<file path="config.mk">
export PLATFORM = sky130hd
export DESIGN_NAME = vti_fifo
export DESIGN_NICKNAME = d
export VERILOG_FILES = /design/src/hdl/vti_fifo.sv
export SDC_FILE = /design/constraint.sdc
export NUM_CORES = 1
export LEC_CHECK = 0
export BUFFER_PORTS_ARGS = -buffer_cell sky130_fd_sc_hd__buf_4
export CORE_MARGIN = 8
export CORE_UTILIZATION = 35
export DETAILED_ROUTE_END_ITERATION = 10
export PLACE_DENSITY = 0.5
export SLEW_MARGIN = 10
export SYNTH_ARGS = -nofsm -noshare
export SYNTH_HDL_FRONTEND = slang
export SYNTH_SLANG_ARGS = --single-unit
</file>
<file path="constraint.sdc">
create_clock -name i_clk -period 3 [get_ports i_clk]
set_clock_uncertainty 0.2 [all_clocks]
set_input_delay 0.45 -clock i_clk [delete_from_list [all_inputs] [get_ports i_clk]]
set_output_delay 0.45 -clock i_clk [all_outputs]
set_load 0.05 [all_outputs]
</file>
<file path="src/hdl/vti_fifo.sv">
// Short queue between the front end and the back end of the interpolator.
// Depends on nothing else.
module vti_fifo #(
    parameter int WIDTH = 8,
    parameter int DEPTH = 4
) (
    input  logic             i_clk,
    input  logic             i_rst_n,
    input  logic             i_push,
    input  logic [WIDTH-1:0] i_data,
    input  logic             i_pop,
    output logic [WIDTH-1:0] o_data,
    output logic             o_full,
    output logic             o_empty
);

    localparam int PW = (DEPTH > 1) ? $clog2(DEPTH) : 1;

    logic [WIDTH-1:0] r_mem [DEPTH];
    logic [PW-1:0]    r_wr, r_rd;
    logic [PW:0]      r_cnt;

    assign o_full  = (r_cnt == (PW+1)'(DEPTH));
    assign o_empty = (r_cnt == '0);
    assign o_data  = r_mem[r_rd];

    always_ff @(posedge i_clk) begin
        if (!i_rst_n) begin
            r_wr  <= '0;
            r_rd  <= '0;
            r_cnt <= '0;
        end else begin
            if (i_push) r_wr <= (r_wr == PW'(DEPTH - 1)) ? '0 : r_wr + 1'b1;
            if (i_pop)  r_rd <= (r_rd == PW'(DEPTH - 1)) ? '0 : r_rd + 1'b1;
            r_cnt <= r_cnt + (PW+1)'(i_push) - (PW+1)'(i_pop);
        end
    end

    always_ff @(posedge i_clk) begin
        if (i_push) r_mem[r_wr] <= i_data;
    end

    a_no_overflow: assert property (@(posedge i_clk) disable iff (!i_rst_n)
        i_push |-> !o_full)
        else $error("queue written while full");
    a_no_underflow: assert property (@(posedge i_clk) disable iff (!i_rst_n)
        i_pop |-> !o_empty)
        else $error("queue read while empty");
    a_count_bound: assert property (@(posedge i_clk) disable iff (!i_rst_n)
        r_cnt <= (PW+1)'(DEPTH))
        else $error("queue count out of range");

endmodule

</file>
==> metrics list <==
- Quantity of hold-fixing buffers added after cts: 0
* Fraction of final layout cells with drive strength greater than 1: 32.7%
- The detailed router finished its first iteration with 67 violations.
- Insertion delay of the later-clocked pin in the worst-skew pair: 0.29 ns
* R2R setup slack: 1.21 ns
- Total negative slack: 0 ns
- The first global-routing pass estimated 4350 µm of wire.
- Floorplan Core Area: 4410 µm²
- Post-detailed-placement half-perimeter wirelength: 1870 µm
- Result of the run: finished, final reports clean
* Ordered cell list for the critical path: mux4_2 > buf_4
* Tmin final: 2.40 ns
- For this run, the post-layout net count is 132.
* Overall power consumption: 1360 µW
* Hold crit path type: input pin to register
- Power Density: 701 nW/µm²
* Final slew viol count: 0
* Total clock sinks: 41
* Most used standard cell by instance count after synthesis: edfxtp_1
- TritonCTS created 5 clock buffers.
- Signal routing reaches up to met4.
- Counting the fill cells in the layout gives 416.
- Routed wire length on met2: 1460 µm
* Signal arrival time at the worst endpoint: 1.75 ns
- Clock tree from TritonCTS: done
* Pre-antenna DRT Iters: 4
- Dividing the detail-routed via count by the number of cells gives 4.84.
- Headroom to the max-slew limit: 62.2%
* Initial Utilization: 36.6%
- Clk root buf: clkbuf_8
- The floorplan step defined a die boundary enclosing 7050 µm².
- Share of the cycle needed by the critical path after routing: 80.1%
- Together, buffers and inverters on the worst path number 1.
- In the synthesized netlist the dominant register cell turns out to be edfxtp_1.
- Layout overhead on the synthesized area: 19.9%
* Post-CTS repair timing setup buffer count: 0
* Synth cell count leaders: edfxtp_1 (32), dfxtp_1 (9), mux4_2 (8)
* Port Buffers: 21
- Clock-pin transition on the worst setup and hold timing paths: 0.09 ns
- The initialized floorplan defines 24 standard-cell rows.
* Wire length per cell after detailed routing: 16.1 µm
- The via count of the first global-routing pass was 909.
- The routed design uses 210 µm of met3 wire.
- Number of synthesized flops with an enable pin: 32
* Pin slew with the least headroom to its limit: 0.566 ns
- Resize count post-CTS: 0
- Remaining Overflow, GRT: 0
- Largest net degree at the start of global routing: 15
* Final estimated routing congestion in global placement: 0.632
- Length in cells of the worst reg-to-reg path: 7
- Initial antenna violation count: 0
- The worst register-to-register path begins at r_cnt[0].
- A synthesized cell averages 18.8 µm².
- Worst reg2reg path endpoint: r_cnt[2]
- Buffer depth of the longest clock path: 2
* Asr flop ratio synth: 0%
* Total setup violations reported at the end of the flow: 0
- Critical path class: register to primary output
- Number of stages on the worst hold path: 1
- The clock tree synthesis step divided the H-tree into 2 levels.
* Syn nets: 106
* Unrepaired setup endpoints after global routing: false
- After technology mapping, the gate count stands at 86.
- CP startpoint kind: register
- Top area cells in the synthesized netlist: edfxtp_1 (59%), dfxtp_1 (11%), mux4_2 (11%)
- After detailed routing, the total wire length is 2660 µm.
* Fmax: 416 MHz
- For hold timing, the worst endpoint is r_mem[1][2].
- Portion of the post-synthesis area used by sequential elements: 70.6%
- 0 antenna diodes ended up in the layout.
- Synthesis inferred 41 register bits.
- Total global routing track utilization: 8.22%
- Data required time at the worst endpoint: 2.35 ns
* Total routed wire length on the met1 layer: 953 µm
- Cell taking the most area after synthesis: edfxtp_1
- Height of the die: 83.9 µm
- Before CTS, the worst setup slack after placement is 0.832 ns.
- The floorplan step set the die width to 83.9 µm.
- In this run the most critical hold path is launched from i_data[2].
- Category of the worst setup path capture point: primary output
- Post-route DRC violation count: 0
- Total I/O pin count: 22
- Static leakage power: 0.000723 µW
- Among cell families on the critical path, the largest total delay comes from flip-flops.
- Vias: 798
- The top cell type by area accounts for 59.5% of the synthesized area.
- Across the run, the number of max-cap violations was 0.
- Biggest fanout along the worst timing path: 8
- The detail route stage leaves a number of antenna-violating nets equal to 0.
* Worst IR drop on VDD: 496 µV
* Worst-path cell with the longest stage delay: dfxtp_1
- The largest single stage delay on the critical path is 0.68 ns.
* Count of different cell masters after synthesis: 17
- Number of synthesis warnings: 0
- Area of the mapped netlist: 1620 µm²
- Number of hold violations in the final report: 0
* Worst-case setup margin in the final layout: 0.596 ns
## layout make-up
type	count	area [µm²]	area share, %
Sequential cell	41	1140	58.9
Tap cell	52	65.1	3.36
Clock buffer	5	68.8	3.55
Clock inverter	3	46.3	2.39
Multi-Input combinational cell	36	432	22.3
Inverter	7	26.3	1.36
Timing Repair Buffer	21	158	8.14
## metal layers
metal | vias up | global-route usage (%)
met1 | 401 | 8.13
li1 | 371 | -
met2 | 21 | 13.5
met4 | 0 | 3.61
met5 | - | 0
met3 | 5 | 4.98
## layout by cell type (no fill, tap or decap)
master      count
dfxtp_1         9
clkinv_4        1
fa_1            1
clkbuf_8        5
inv_1           7
edfxtp_1       32
clkinvlp_4      1
nor3_1          1
xor3_1          1
a21oi_1         2
and2_1          6
nor2_1          3
nand2b_1        2
buf_4          21
and3_1          1
ha_1            7
mux4_2          8
mux2i_1         2
bufinv_16       1
or3b_1          2
## power by group
part           total (µW)  switching, µW  internal [µW]
clock                 440            191            249
combinational         246            143            103
sequential            671           23.6            647
total                1360            358            999
## flip-flops by register name, indices dropped and copies added, names as in the netlist, named ones only
signal	cells
r_mem	32
r_cnt	3
r_rd	2
r_wr	2
## cells by family after synthesis
group | count (synthesis) | synth area share, %
compound gates | 2 | 0.620
fa+ha+maj | 8 | 6.66
buf+inv | 9 | 2.63
xor+xnor | 1 | 1.47
simple gates | 15 | 5.58
flops | 41 | 70.6
mux | 10 | 12.4
## through the flow
step	hold slack, ns	util (%)	instances	instance area [µm²]
2_1_floorplan	0.276	-	86	1620
3_3_place_gp	0.306	41.3	157	1820
3_5_place_dp	0.309	41.3	157	1820
4_1_cts	0.141	43.9	165	1940
5_1_grt	0.133	43.9	165	1940
6_report	0.149	43.9	165	1940
## worst max path at each step
| stage | start | endpoint | depth (start not counted) | slack [ns] |
|---|---|---|---|---|
| 4_1_cts | register | o_data[5] | 2 | 0.51 |
| 2_1_floorplan | r_cnt[1] | o_empty | 1 | 0.95 |
| 3_3_place_gp | register | o_data[5] | 2 | 0.87 |
| 3_5_place_dp | register | o_data[5] | 2 | 0.83 |
| 6_report | register | o_data[5] | 2 | 0.60 |
| 5_1_grt | register | o_data[5] | 2 | 0.44 |
No activity file was read; power rests on OpenSTA's default activity.
