File: src/hdl/vti_pkg.sv
// Shared constants, codes and tables for the voxel trilinear interpolator.
// No dependencies; every other file but vti_fifo refers to it by scoped names.
package vti_pkg;

    localparam int INDEX_W   = 15;
    localparam int COORD_W   = 21;
    localparam int DIM_W     = 6;
    localparam int CFG_IDX_W = 2;
    localparam int SXY_W     = 2 * DIM_W;
    localparam int NUM_LERPS = 7;

    localparam logic CMD_WRITE = 1'b0;
    localparam logic CMD_QUERY = 1'b1;

    localparam logic [CFG_IDX_W-1:0] REG_DIM_X   = 2'd0;
    localparam logic [CFG_IDX_W-1:0] REG_DIM_Y   = 2'd1;
    localparam logic [CFG_IDX_W-1:0] REG_DIM_Z   = 2'd2;
    localparam logic [CFG_IDX_W-1:0] REG_OUTSIDE = 2'd3;

    typedef enum logic [1:0] {
        AX_X,
        AX_Y,
        AX_Z
    } t_axis;

    // Lerp schedule over the eight corner registers v[x + 2y + 4z]: four lerps
    // along z, two along y, one along x. Each result replaces its first operand.
    localparam logic [2:0] LRP_SRC_A [8] = '{3'd0, 3'd2, 3'd1, 3'd3, 3'd0, 3'd1, 3'd0, 3'd0};
    localparam logic [2:0] LRP_SRC_B [8] = '{3'd4, 3'd6, 3'd5, 3'd7, 3'd2, 3'd3, 3'd1, 3'd1};
    localparam t_axis      LRP_AXIS  [8] = '{AX_Z, AX_Z, AX_Z, AX_Z, AX_Y, AX_Y, AX_X, AX_X};
    localparam logic [2:0] LRP_LAST      = 3'(NUM_LERPS - 1);

endpackage

File: src/hdl/vti_if.sv
// Channel interfaces of the voxel trilinear interpolator: input items,
// result items and configuration writes. Depends on vti_pkg.
interface vti_in_if #(parameter int VALUE_BITS = 32) ();
    logic                                 valid;
    logic                                 ready;
    logic                                 cmd;
    logic [vti_pkg::INDEX_W-1:0]          voxel_index;
    logic signed [VALUE_BITS-1:0]         voxel_value;
    logic [vti_pkg::COORD_W-1:0]          coord_x;
    logic [vti_pkg::COORD_W-1:0]          coord_y;
    logic [vti_pkg::COORD_W-1:0]          coord_z;
    modport source(output valid, cmd, voxel_index, voxel_value, coord_x, coord_y, coord_z,
                   input ready);
    modport sink(input valid, cmd, voxel_index, voxel_value, coord_x, coord_y, coord_z,
                 output ready);
endinterface


File: src/hdl/vti_front.sv
// Front end: accepts items, classifies them and forms the store address.
// Depends on vti_pkg and vti_if.
module vti_front #(
    parameter int FRAC_BITS  = 16,
    parameter int VALUE_BITS = 32,
    parameter int ADDR_W     = 15,
    parameter int DEPTH      = 32768
) (
    input  logic                         i_clk,
    input  logic                         i_rst_n,
    vti_in_if.sink                       i_in,
    input  logic [vti_pkg::DIM_W-1:0]    i_dim_x,
    input  logic [vti_pkg::DIM_W-1:0]    i_dim_y,
    input  logic [vti_pkg::DIM_W-1:0]    i_dim_z,
    input  logic [vti_pkg::SXY_W-1:0]    i_sxy,
    input  logic                         i_full,
    output logic                         o_push,
    output logic [2+ADDR_W+VALUE_BITS+3*FRAC_BITS:0] o_entry
);

    localparam int CW  = (vti_pkg::DIM_W + FRAC_BITS > vti_pkg::COORD_W) ?
                         vti_pkg::DIM_W + FRAC_BITS : vti_pkg::COORD_W;
    localparam int P1W = vti_pkg::SXY_W;
    localparam int P2W = vti_pkg::SXY_W + vti_pkg::DIM_W;
    localparam int SW  = P2W + 1;

    typedef struct packed {
        logic                         kind;
        logic                         wok;
        logic                         outside;
        logic [ADDR_W-1:0]            addr;
        logic [VALUE_BITS-1:0]        val;
        logic [FRAC_BITS-1:0]         fx;
        logic [FRAC_BITS-1:0]         fy;
        logic [FRAC_BITS-1:0]         fz;
    } t_entry;

    typedef enum logic {S_IDLE, S_PUSH} t_state;

    t_state                       r_state;
    logic                         r_kind, r_wok, r_out;
    logic [vti_pkg::DIM_W-1:0]    r_ix;
    logic [P1W-1:0]               r_p1;
    logic [P2W-1:0]               r_p2;
    logic [vti_pkg::INDEX_W-1:0]  r_widx;
    logic [VALUE_BITS-1:0]        r_val;
    logic [FRAC_BITS-1:0]         r_fx, r_fy, r_fz;
    logic                         accept;
    logic [SW-1:0]                base;
    t_entry                       entry;

    function automatic logic axis_out(input logic [vti_pkg::COORD_W-1:0] c,
                                      input logic [vti_pkg::DIM_W-1:0] d);
        logic [CW-1:0] lim;
        lim = CW'(d - 6'd1) << FRAC_BITS;
        return (c == '0) || (d < 6'd2) || (CW'(c) >= lim);
    endfunction

    assign i_in.ready = (r_state == S_IDLE);
    assign accept     = i_in.valid && i_in.ready;

    always_ff @(posedge i_clk) begin
        if (!i_rst_n) begin
            r_state <= S_IDLE;
        end else begin
            case (r_state)
                S_IDLE: begin
                    if (accept) r_state <= S_PUSH;
                end
                S_PUSH: begin
                    if (!i_full) r_state <= S_IDLE;
                end
                default: r_state <= S_IDLE;
            endcase
        end
    end

    // The two index products are taken straight off the accepted word.
    always_ff @(posedge i_clk) begin
        if (accept) begin
            r_kind  <= i_in.cmd;
            r_wok   <= (32'(i_in.voxel_index) < 32'(DEPTH));
            r_out   <= axis_out(i_in.coord_x, i_dim_x) || axis_out(i_in.coord_y, i_dim_y) ||
                       axis_out(i_in.coord_z, i_dim_z);
            r_ix    <= vti_pkg::DIM_W'(i_in.coord_x >> FRAC_BITS);
            r_p1    <= P1W'(vti_pkg::DIM_W'(i_in.coord_y >> FRAC_BITS)) * P1W'(i_dim_x);
            r_p2    <= P2W'(vti_pkg::DIM_W'(i_in.coord_z >> FRAC_BITS)) * P2W'(i_sxy);
            r_widx  <= i_in.voxel_index;
            r_val   <= i_in.voxel_value;
            r_fx    <= i_in.coord_x[FRAC_BITS-1:0];
            r_fy    <= i_in.coord_y[FRAC_BITS-1:0];
            r_fz    <= i_in.coord_z[FRAC_BITS-1:0];
        end
    end

    assign base = SW'(r_ix) + SW'(r_p1) + SW'(r_p2);

    always_comb begin
        entry.kind    = r_kind;
        entry.wok     = r_wok;
        entry.outside = r_out;
        entry.addr    = (r_kind == vti_pkg::CMD_WRITE) ? ADDR_W'(r_widx) : ADDR_W'(base);
        entry.val     = r_val;
        entry.fx      = r_fx;
        entry.fy      = r_fy;
        entry.fz      = r_fz;
    end

    assign o_push  = (r_state == S_PUSH) && !i_full;
    assign o_entry = entry;

    a_push_after_accept: assert property (@(posedge i_clk) disable iff (!i_rst_n)
        o_push |-> $past(r_state) == S_PUSH || $past(accept))
        else $error("front pushed without an accepted item");
    a_no_accept_while_pending: assert property (@(posedge i_clk) disable iff (!i_rst_n)
        (r_state == S_PUSH && i_full) |=> r_state == S_PUSH)
        else $error("front dropped an item while the queue was full");
    a_push_not_full: assert property (@(posedge i_clk) disable iff (!i_rst_n)
        o_push |-> !i_full)
        else $error("front pushed into a full queue");

endmodule

File: src/flat_wrapper.sv
// flat-port wrapper written by rule: the top's interface ports become plain ports
module vti_front_flat 
#(
    parameter int FRAC_BITS  = 16,
    parameter int VALUE_BITS = 32,
    parameter int ADDR_W     = 15,
    parameter int DEPTH      = 32768
)
  (i_clk, i_rst_n, i_dim_x, i_dim_y, i_dim_z, i_sxy, i_full, o_push, o_entry, i_in_valid, i_in_cmd, i_in_voxel_index, i_in_voxel_value, i_in_coord_x, i_in_coord_y, i_in_coord_z, i_in_ready);
  vti_in_if #(.VALUE_BITS(VALUE_BITS)) i_in_i ();
  input  logic i_clk;
  input  logic i_rst_n;
  input  logic [vti_pkg::DIM_W-1:0] i_dim_x;
  input  logic [vti_pkg::DIM_W-1:0] i_dim_y;
  input  logic [vti_pkg::DIM_W-1:0] i_dim_z;
  input  logic [vti_pkg::SXY_W-1:0] i_sxy;
  input  logic i_full;
  output logic o_push;
  output logic [2+ADDR_W+VALUE_BITS+3*FRAC_BITS:0] o_entry;
  input wire logic [$bits(i_in_i.valid)-1:0] i_in_valid;
  input wire logic [$bits(i_in_i.cmd)-1:0] i_in_cmd;
  input wire logic [$bits(i_in_i.voxel_index)-1:0] i_in_voxel_index;
  input wire logic [$bits(i_in_i.voxel_value)-1:0] i_in_voxel_value;
  input wire logic [$bits(i_in_i.coord_x)-1:0] i_in_coord_x;
  input wire logic [$bits(i_in_i.coord_y)-1:0] i_in_coord_y;
  input wire logic [$bits(i_in_i.coord_z)-1:0] i_in_coord_z;
  output wire logic [$bits(i_in_i.ready)-1:0] i_in_ready;
  assign i_in_i.valid = i_in_valid;
  assign i_in_i.cmd = i_in_cmd;
  assign i_in_i.voxel_index = i_in_voxel_index;
  assign i_in_i.voxel_value = i_in_voxel_value;
  assign i_in_i.coord_x = i_in_coord_x;
  assign i_in_i.coord_y = i_in_coord_y;
  assign i_in_i.coord_z = i_in_coord_z;
  assign i_in_ready = i_in_i.ready;
  vti_front #(.FRAC_BITS(FRAC_BITS), .VALUE_BITS(VALUE_BITS), .ADDR_W(ADDR_W), .DEPTH(DEPTH)) u_core (.i_clk(i_clk), .i_rst_n(i_rst_n), .i_in(i_in_i), .i_dim_x(i_dim_x), .i_dim_y(i_dim_y), .i_dim_z(i_dim_z), .i_sxy(i_sxy), .i_full(i_full), .o_push(o_push), .o_entry(o_entry));
endmodule
File: config.mk
export PLATFORM = sky130hd
export DESIGN_NAME = vti_front_flat
export DESIGN_NICKNAME = d
export VERILOG_FILES = /design/src/hdl/vti_pkg.sv /design/src/hdl/vti_if.sv /design/src/hdl/vti_front.sv /design/src/flat_wrapper.sv
export SDC_FILE = /design/constraint.sdc
export NUM_CORES = 1
export LEC_CHECK = 0
export ABC_AREA = 1
export BUFFER_PORTS_ARGS = -buffer_cell sky130_fd_sc_hd__buf_2
export CAP_MARGIN = 20
export CORE_UTILIZATION = 48
export DETAILED_ROUTE_END_ITERATION = 10
export PLACE_DENSITY = 0.79
export SYNTH_ARGS = -nofsm -noshare
export SYNTH_HDL_FRONTEND = slang
export SYNTH_SLANG_ARGS = --single-unit
export TNS_END_PERCENT = 5
File: constraint.sdc
create_clock -name i_clk -period 7.39 [get_ports i_clk]
set_input_delay 1.1085 -clock i_clk [delete_from_list [all_inputs] [get_ports i_clk]]
set_output_delay 1.1085 -clock i_clk [all_outputs]
set_load 0.05 [all_outputs]
==> out/summary.log <==
[drt] number of routed nets with antenna violations 0
[synthesis] Synth Area per Inst 9.78 um^2
[global_route] global-route wire length before repair 28200 um
[clock_network] number of buffers inserted during clock tree synthesis 17
[cells_and_area] final net count 1388
[clock_network] Post-CTS Resized 0
[pwr] leakage power total 5.45 nW
[worst_setup_path] Critical Path Sink Type output pin
[drt] final WL 18100 um
[synthesis] post-synthesis cell count 873
[clock_network] buffers inserted during post-CTS setup optimization 0
[sta] RSZ-0062 raised after global routing no
[synthesis] proportion of synthesized flip-flops having asynchronous set or reset 0
[worst_setup_path] Data required, critical path 6.28 ns
[floorplan] die width 135 um
[placement] Final GP Congestion 0.838
[synthesis] net count after synthesis 1139
[clock_network] clock root buffer master clkbuf_16
[sta] Slew headroom 0.432
[pwr] clock network fraction of total power 0.300
[global_route] gr ovfl total 0
[synthesis] number of distinct library cells after synthesis 35
[worst_setup_path] Worst EP arrival 3.03 ns
[pwr] Comb power frac 0.384
[clock_network] Max Buffers Root-to-Sink 2
[drt] DRC viols 0
[floorplan] number of standard-cell rows in the floorplan 48
[cells_and_area] area growth from synthesis to layout 24.0%
[clock_network] CTS tree yes
[clock_network] total number of clock tree sinks 129
[worst_setup_path] maximum fanout along the worst path 4
[sta] number of hold-slack violations in the final timing report 0
[pwr] switching power total 1.11 mW
[job] maximum capacitance violations 0
[synthesis] Synth warnings 0
[drt] total iterations of the first detailed-routing run 5
[floorplan] core region area 17400 um^2
[cells_and_area] Antenna Diode Count 0
[drt] average via count per standard cell 4.80
[sta] Final Critical Period 4.14 ns
[pwr] power per cell area 280 nW/um^2
[clock_network] clock latency on the worst-skew pair 0.42 ns
[global_route] total track usage 0.198
[pwr] part of the power in registers 0.316
[run_status] result of the run finished, final reports clean
[pwr] share of total power consumed by net switching 0.375
[pwr] peak ir drop on the vdd network 0.000191 V
[global_route] pin count of the biggest net entering global routing 68
[clock_network] number of levels the H-tree was split into 4
[sta] max-slew violations 0
[placement] placed wire-length estimate 14500 um
[synthesis] number of enable flip-flop cells after synthesis 128
[sta] Clock Skew 0.00871 ns
[floorplan] vertical extent of the die 135 um
[synthesis] sequential fraction of the synthesis area 0.453
[cells_and_area] layout cell share with drive strength beyond 1 0.251
[pwr] cell-internal power 1.85 mW
[placement] pre-CTS setup slack 2.86 ns
[clock_network] hold buffer count at cts 0
[sta] share of the clock period used by the worst path 0.560
[sta] slew of the pin with the lowest slew margin 0.853 ns
[worst_setup_path] category of the critical setup timing path flop to output pin
[worst_hold_path] class of the most critical hold timing path flop to flop
[global_route] vias in the first global route 6043
[floorplan] Initial Util 0.492
[placement] number of buffers inserted by port buffering 243
[drt] via total after detailed routing 6527
[floorplan] count of boundary I/O pins 245
[sta] setup violators final 0
[floorplan] die area 18300 um^2
[sta] TNS Setup 0 ns
[sta] f_max 242 MHz
[drt] violation count after the first detailed-routing iteration 375
[synthesis] register bit total from synthesis 129
[global_route] antenna violations before repair 0
[synthesis] top_reg_cell synth edfxtp_1
[worst_setup_path] Critical Path Start Type flop
[synthesis] summed instance area of the synthesized netlist 8530 um^2
[clock_network] clock transition at the register clock pins on the worst setup and hold paths after CTS 0.06 ns
[sta] Final Worst Setup Slack 3.25 ns
[drt] routed len/inst 13.3 um
layout make-up:
| cell class | count | area (um^2) |
|---|---|---|
| inverter | 164 | 616 |
| sequential | 129 | 3860 |
| fill | 1475 | 6780 |
| clock buffer | 17 | 425 |
| clock inverter | 14 | 205 |
| multi-input combinational | 565 | 3960 |
| tap | 225 | 282 |
| timing repair buffer | 245 | 1230 |
per-layer routing:
metal,vias to the layer above,part of all wire,global-route usage
li1,3307,-,-
met4,0,0.019,0.0737
met3,25,0.038,0.0329
met1,3048,0.43,0.248
met5,-,0,0
met2,147,0.51,0.342
through the flow:
step                      hold WS [ns]  total power [mW]  cells  area [um^2]  utilization
after detailed placement         0.580              2.09   1328         9950        0.573
after CTS                        0.590              2.99   1359        10600        0.610
final                            0.585              2.97   1359        10600        0.610
after global placement           0.575              2.06   1328         9950        0.573
after floorplan                  0.496              1.82    873         8530            -
after global routing             0.643              3.15   1359        10600        0.610
Yosys cell counts (2+ instances only):
cell,n,area share
a21o_1,3,0.0026
o21ai_1,5,0.0029
nand3_1,35,0.021
nand3b_1,7,0.0062
a31oi_1,2,0.0015
a21oi_1,33,0.019
fa_1,47,0.11
xor2_1,22,0.023
o211ai_1,2,0.0018
nand4_1,10,0.0073
inv_1,164,0.072
nand2_1,212,0.093
nor3_1,4,0.0023
clkbuf_8,3,0.0048
o21ai_0,13,0.0076
clkbuf_1,7,0.0031
nor2_2,4,0.0029
buf_4,3,0.0026
nor2_1,68,0.030
o21a_1,2,0.0018
xnor2_1,13,0.013
edfxtp_1,128,0.45
ha_1,74,0.11
power groups by stage:
stage | logic (mW) | registers (mW) | clock network (mW)
after floorplan | 0.775 | 1.05 | 0
after global placement | 1.11 | 0.951 | 0
after detailed placement | 1.14 | 0.954 | 0
after CTS | 1.15 | 0.939 | 0.905
after global routing | 1.28 | 0.946 | 0.932
final | 1.14 | 0.938 | 0.890
cells in the final DEF, fill, tap and decap left out, types with 4 or more instances in the layout:
cell       count
buf_2        243
nand2_1      212
inv_1        164
edfxtp_1     128
ha_1          74
nor2_1        67
fa_1          47
nand3_1       35
a21oi_1       33
xor2_1        22
clkbuf_16     17
xnor2_1       13
o21ai_0       13
nand4_1       10
nand3b_1       7
o21ai_1        5
nor3_1         4
nor2_2         4
bufinv_16      4
inv_6          4
registers in the layout, summed over array words and instances, names as in the netlist:
register	count
u_core.r_fz	16
u_core.r_kind	1
u_core.r_ix	5
u_core.r_fx	16
u_core.r_p1	11
u_core.r_out	1
u_core.r_fy	16
u_core.r_p2	15
u_core.r_widx	15
u_core.r_val	32
u_core.r_state	1
logic make-up after synthesis:
kind of cell	Yosys count	synth area share
other	1	0.000439
xor gates and xnor gates	35	0.0359
AOI/OAI and AO/OA	63	0.0405
DFF	129	0.453
adders and majority gates	121	0.219
buffers and inverters	179	0.0846
and+or+nand+nor	345	0.167
worst max-delay path, stage by stage, from the launching register on:
cell and delay (ns):
edfxtp_1 0.42, fa_1 0.56, ha_1 0.17, inv_1 0.05
fa_1 0.35, inv_1 0.11, nand3_1 0.08, nand2_1 0.12
inv_1 0.06, o21ai_0 0.18, a21oi_1 0.09, o21ai_0 0.14
nand2_1 0.07, buf_2 0.21
final timing paths:
| path | start | end | slack, ns | cells after the start |
|---|---|---|---|---|
| hold / removal | u_core.r_state | u_core.r_state | 0.58 | 2 |
| hold reg to reg | u_core.r_state | u_core.r_state | 0.58 | 2 |
| setup reg to reg | u_core.r_state | u_core.r_fy[8] | 5.85 | 2 |
| setup / recovery | u_core.r_p2[1] | o_entry[87] | 3.25 | 13 |
Power figures use the tool's default switching activity.
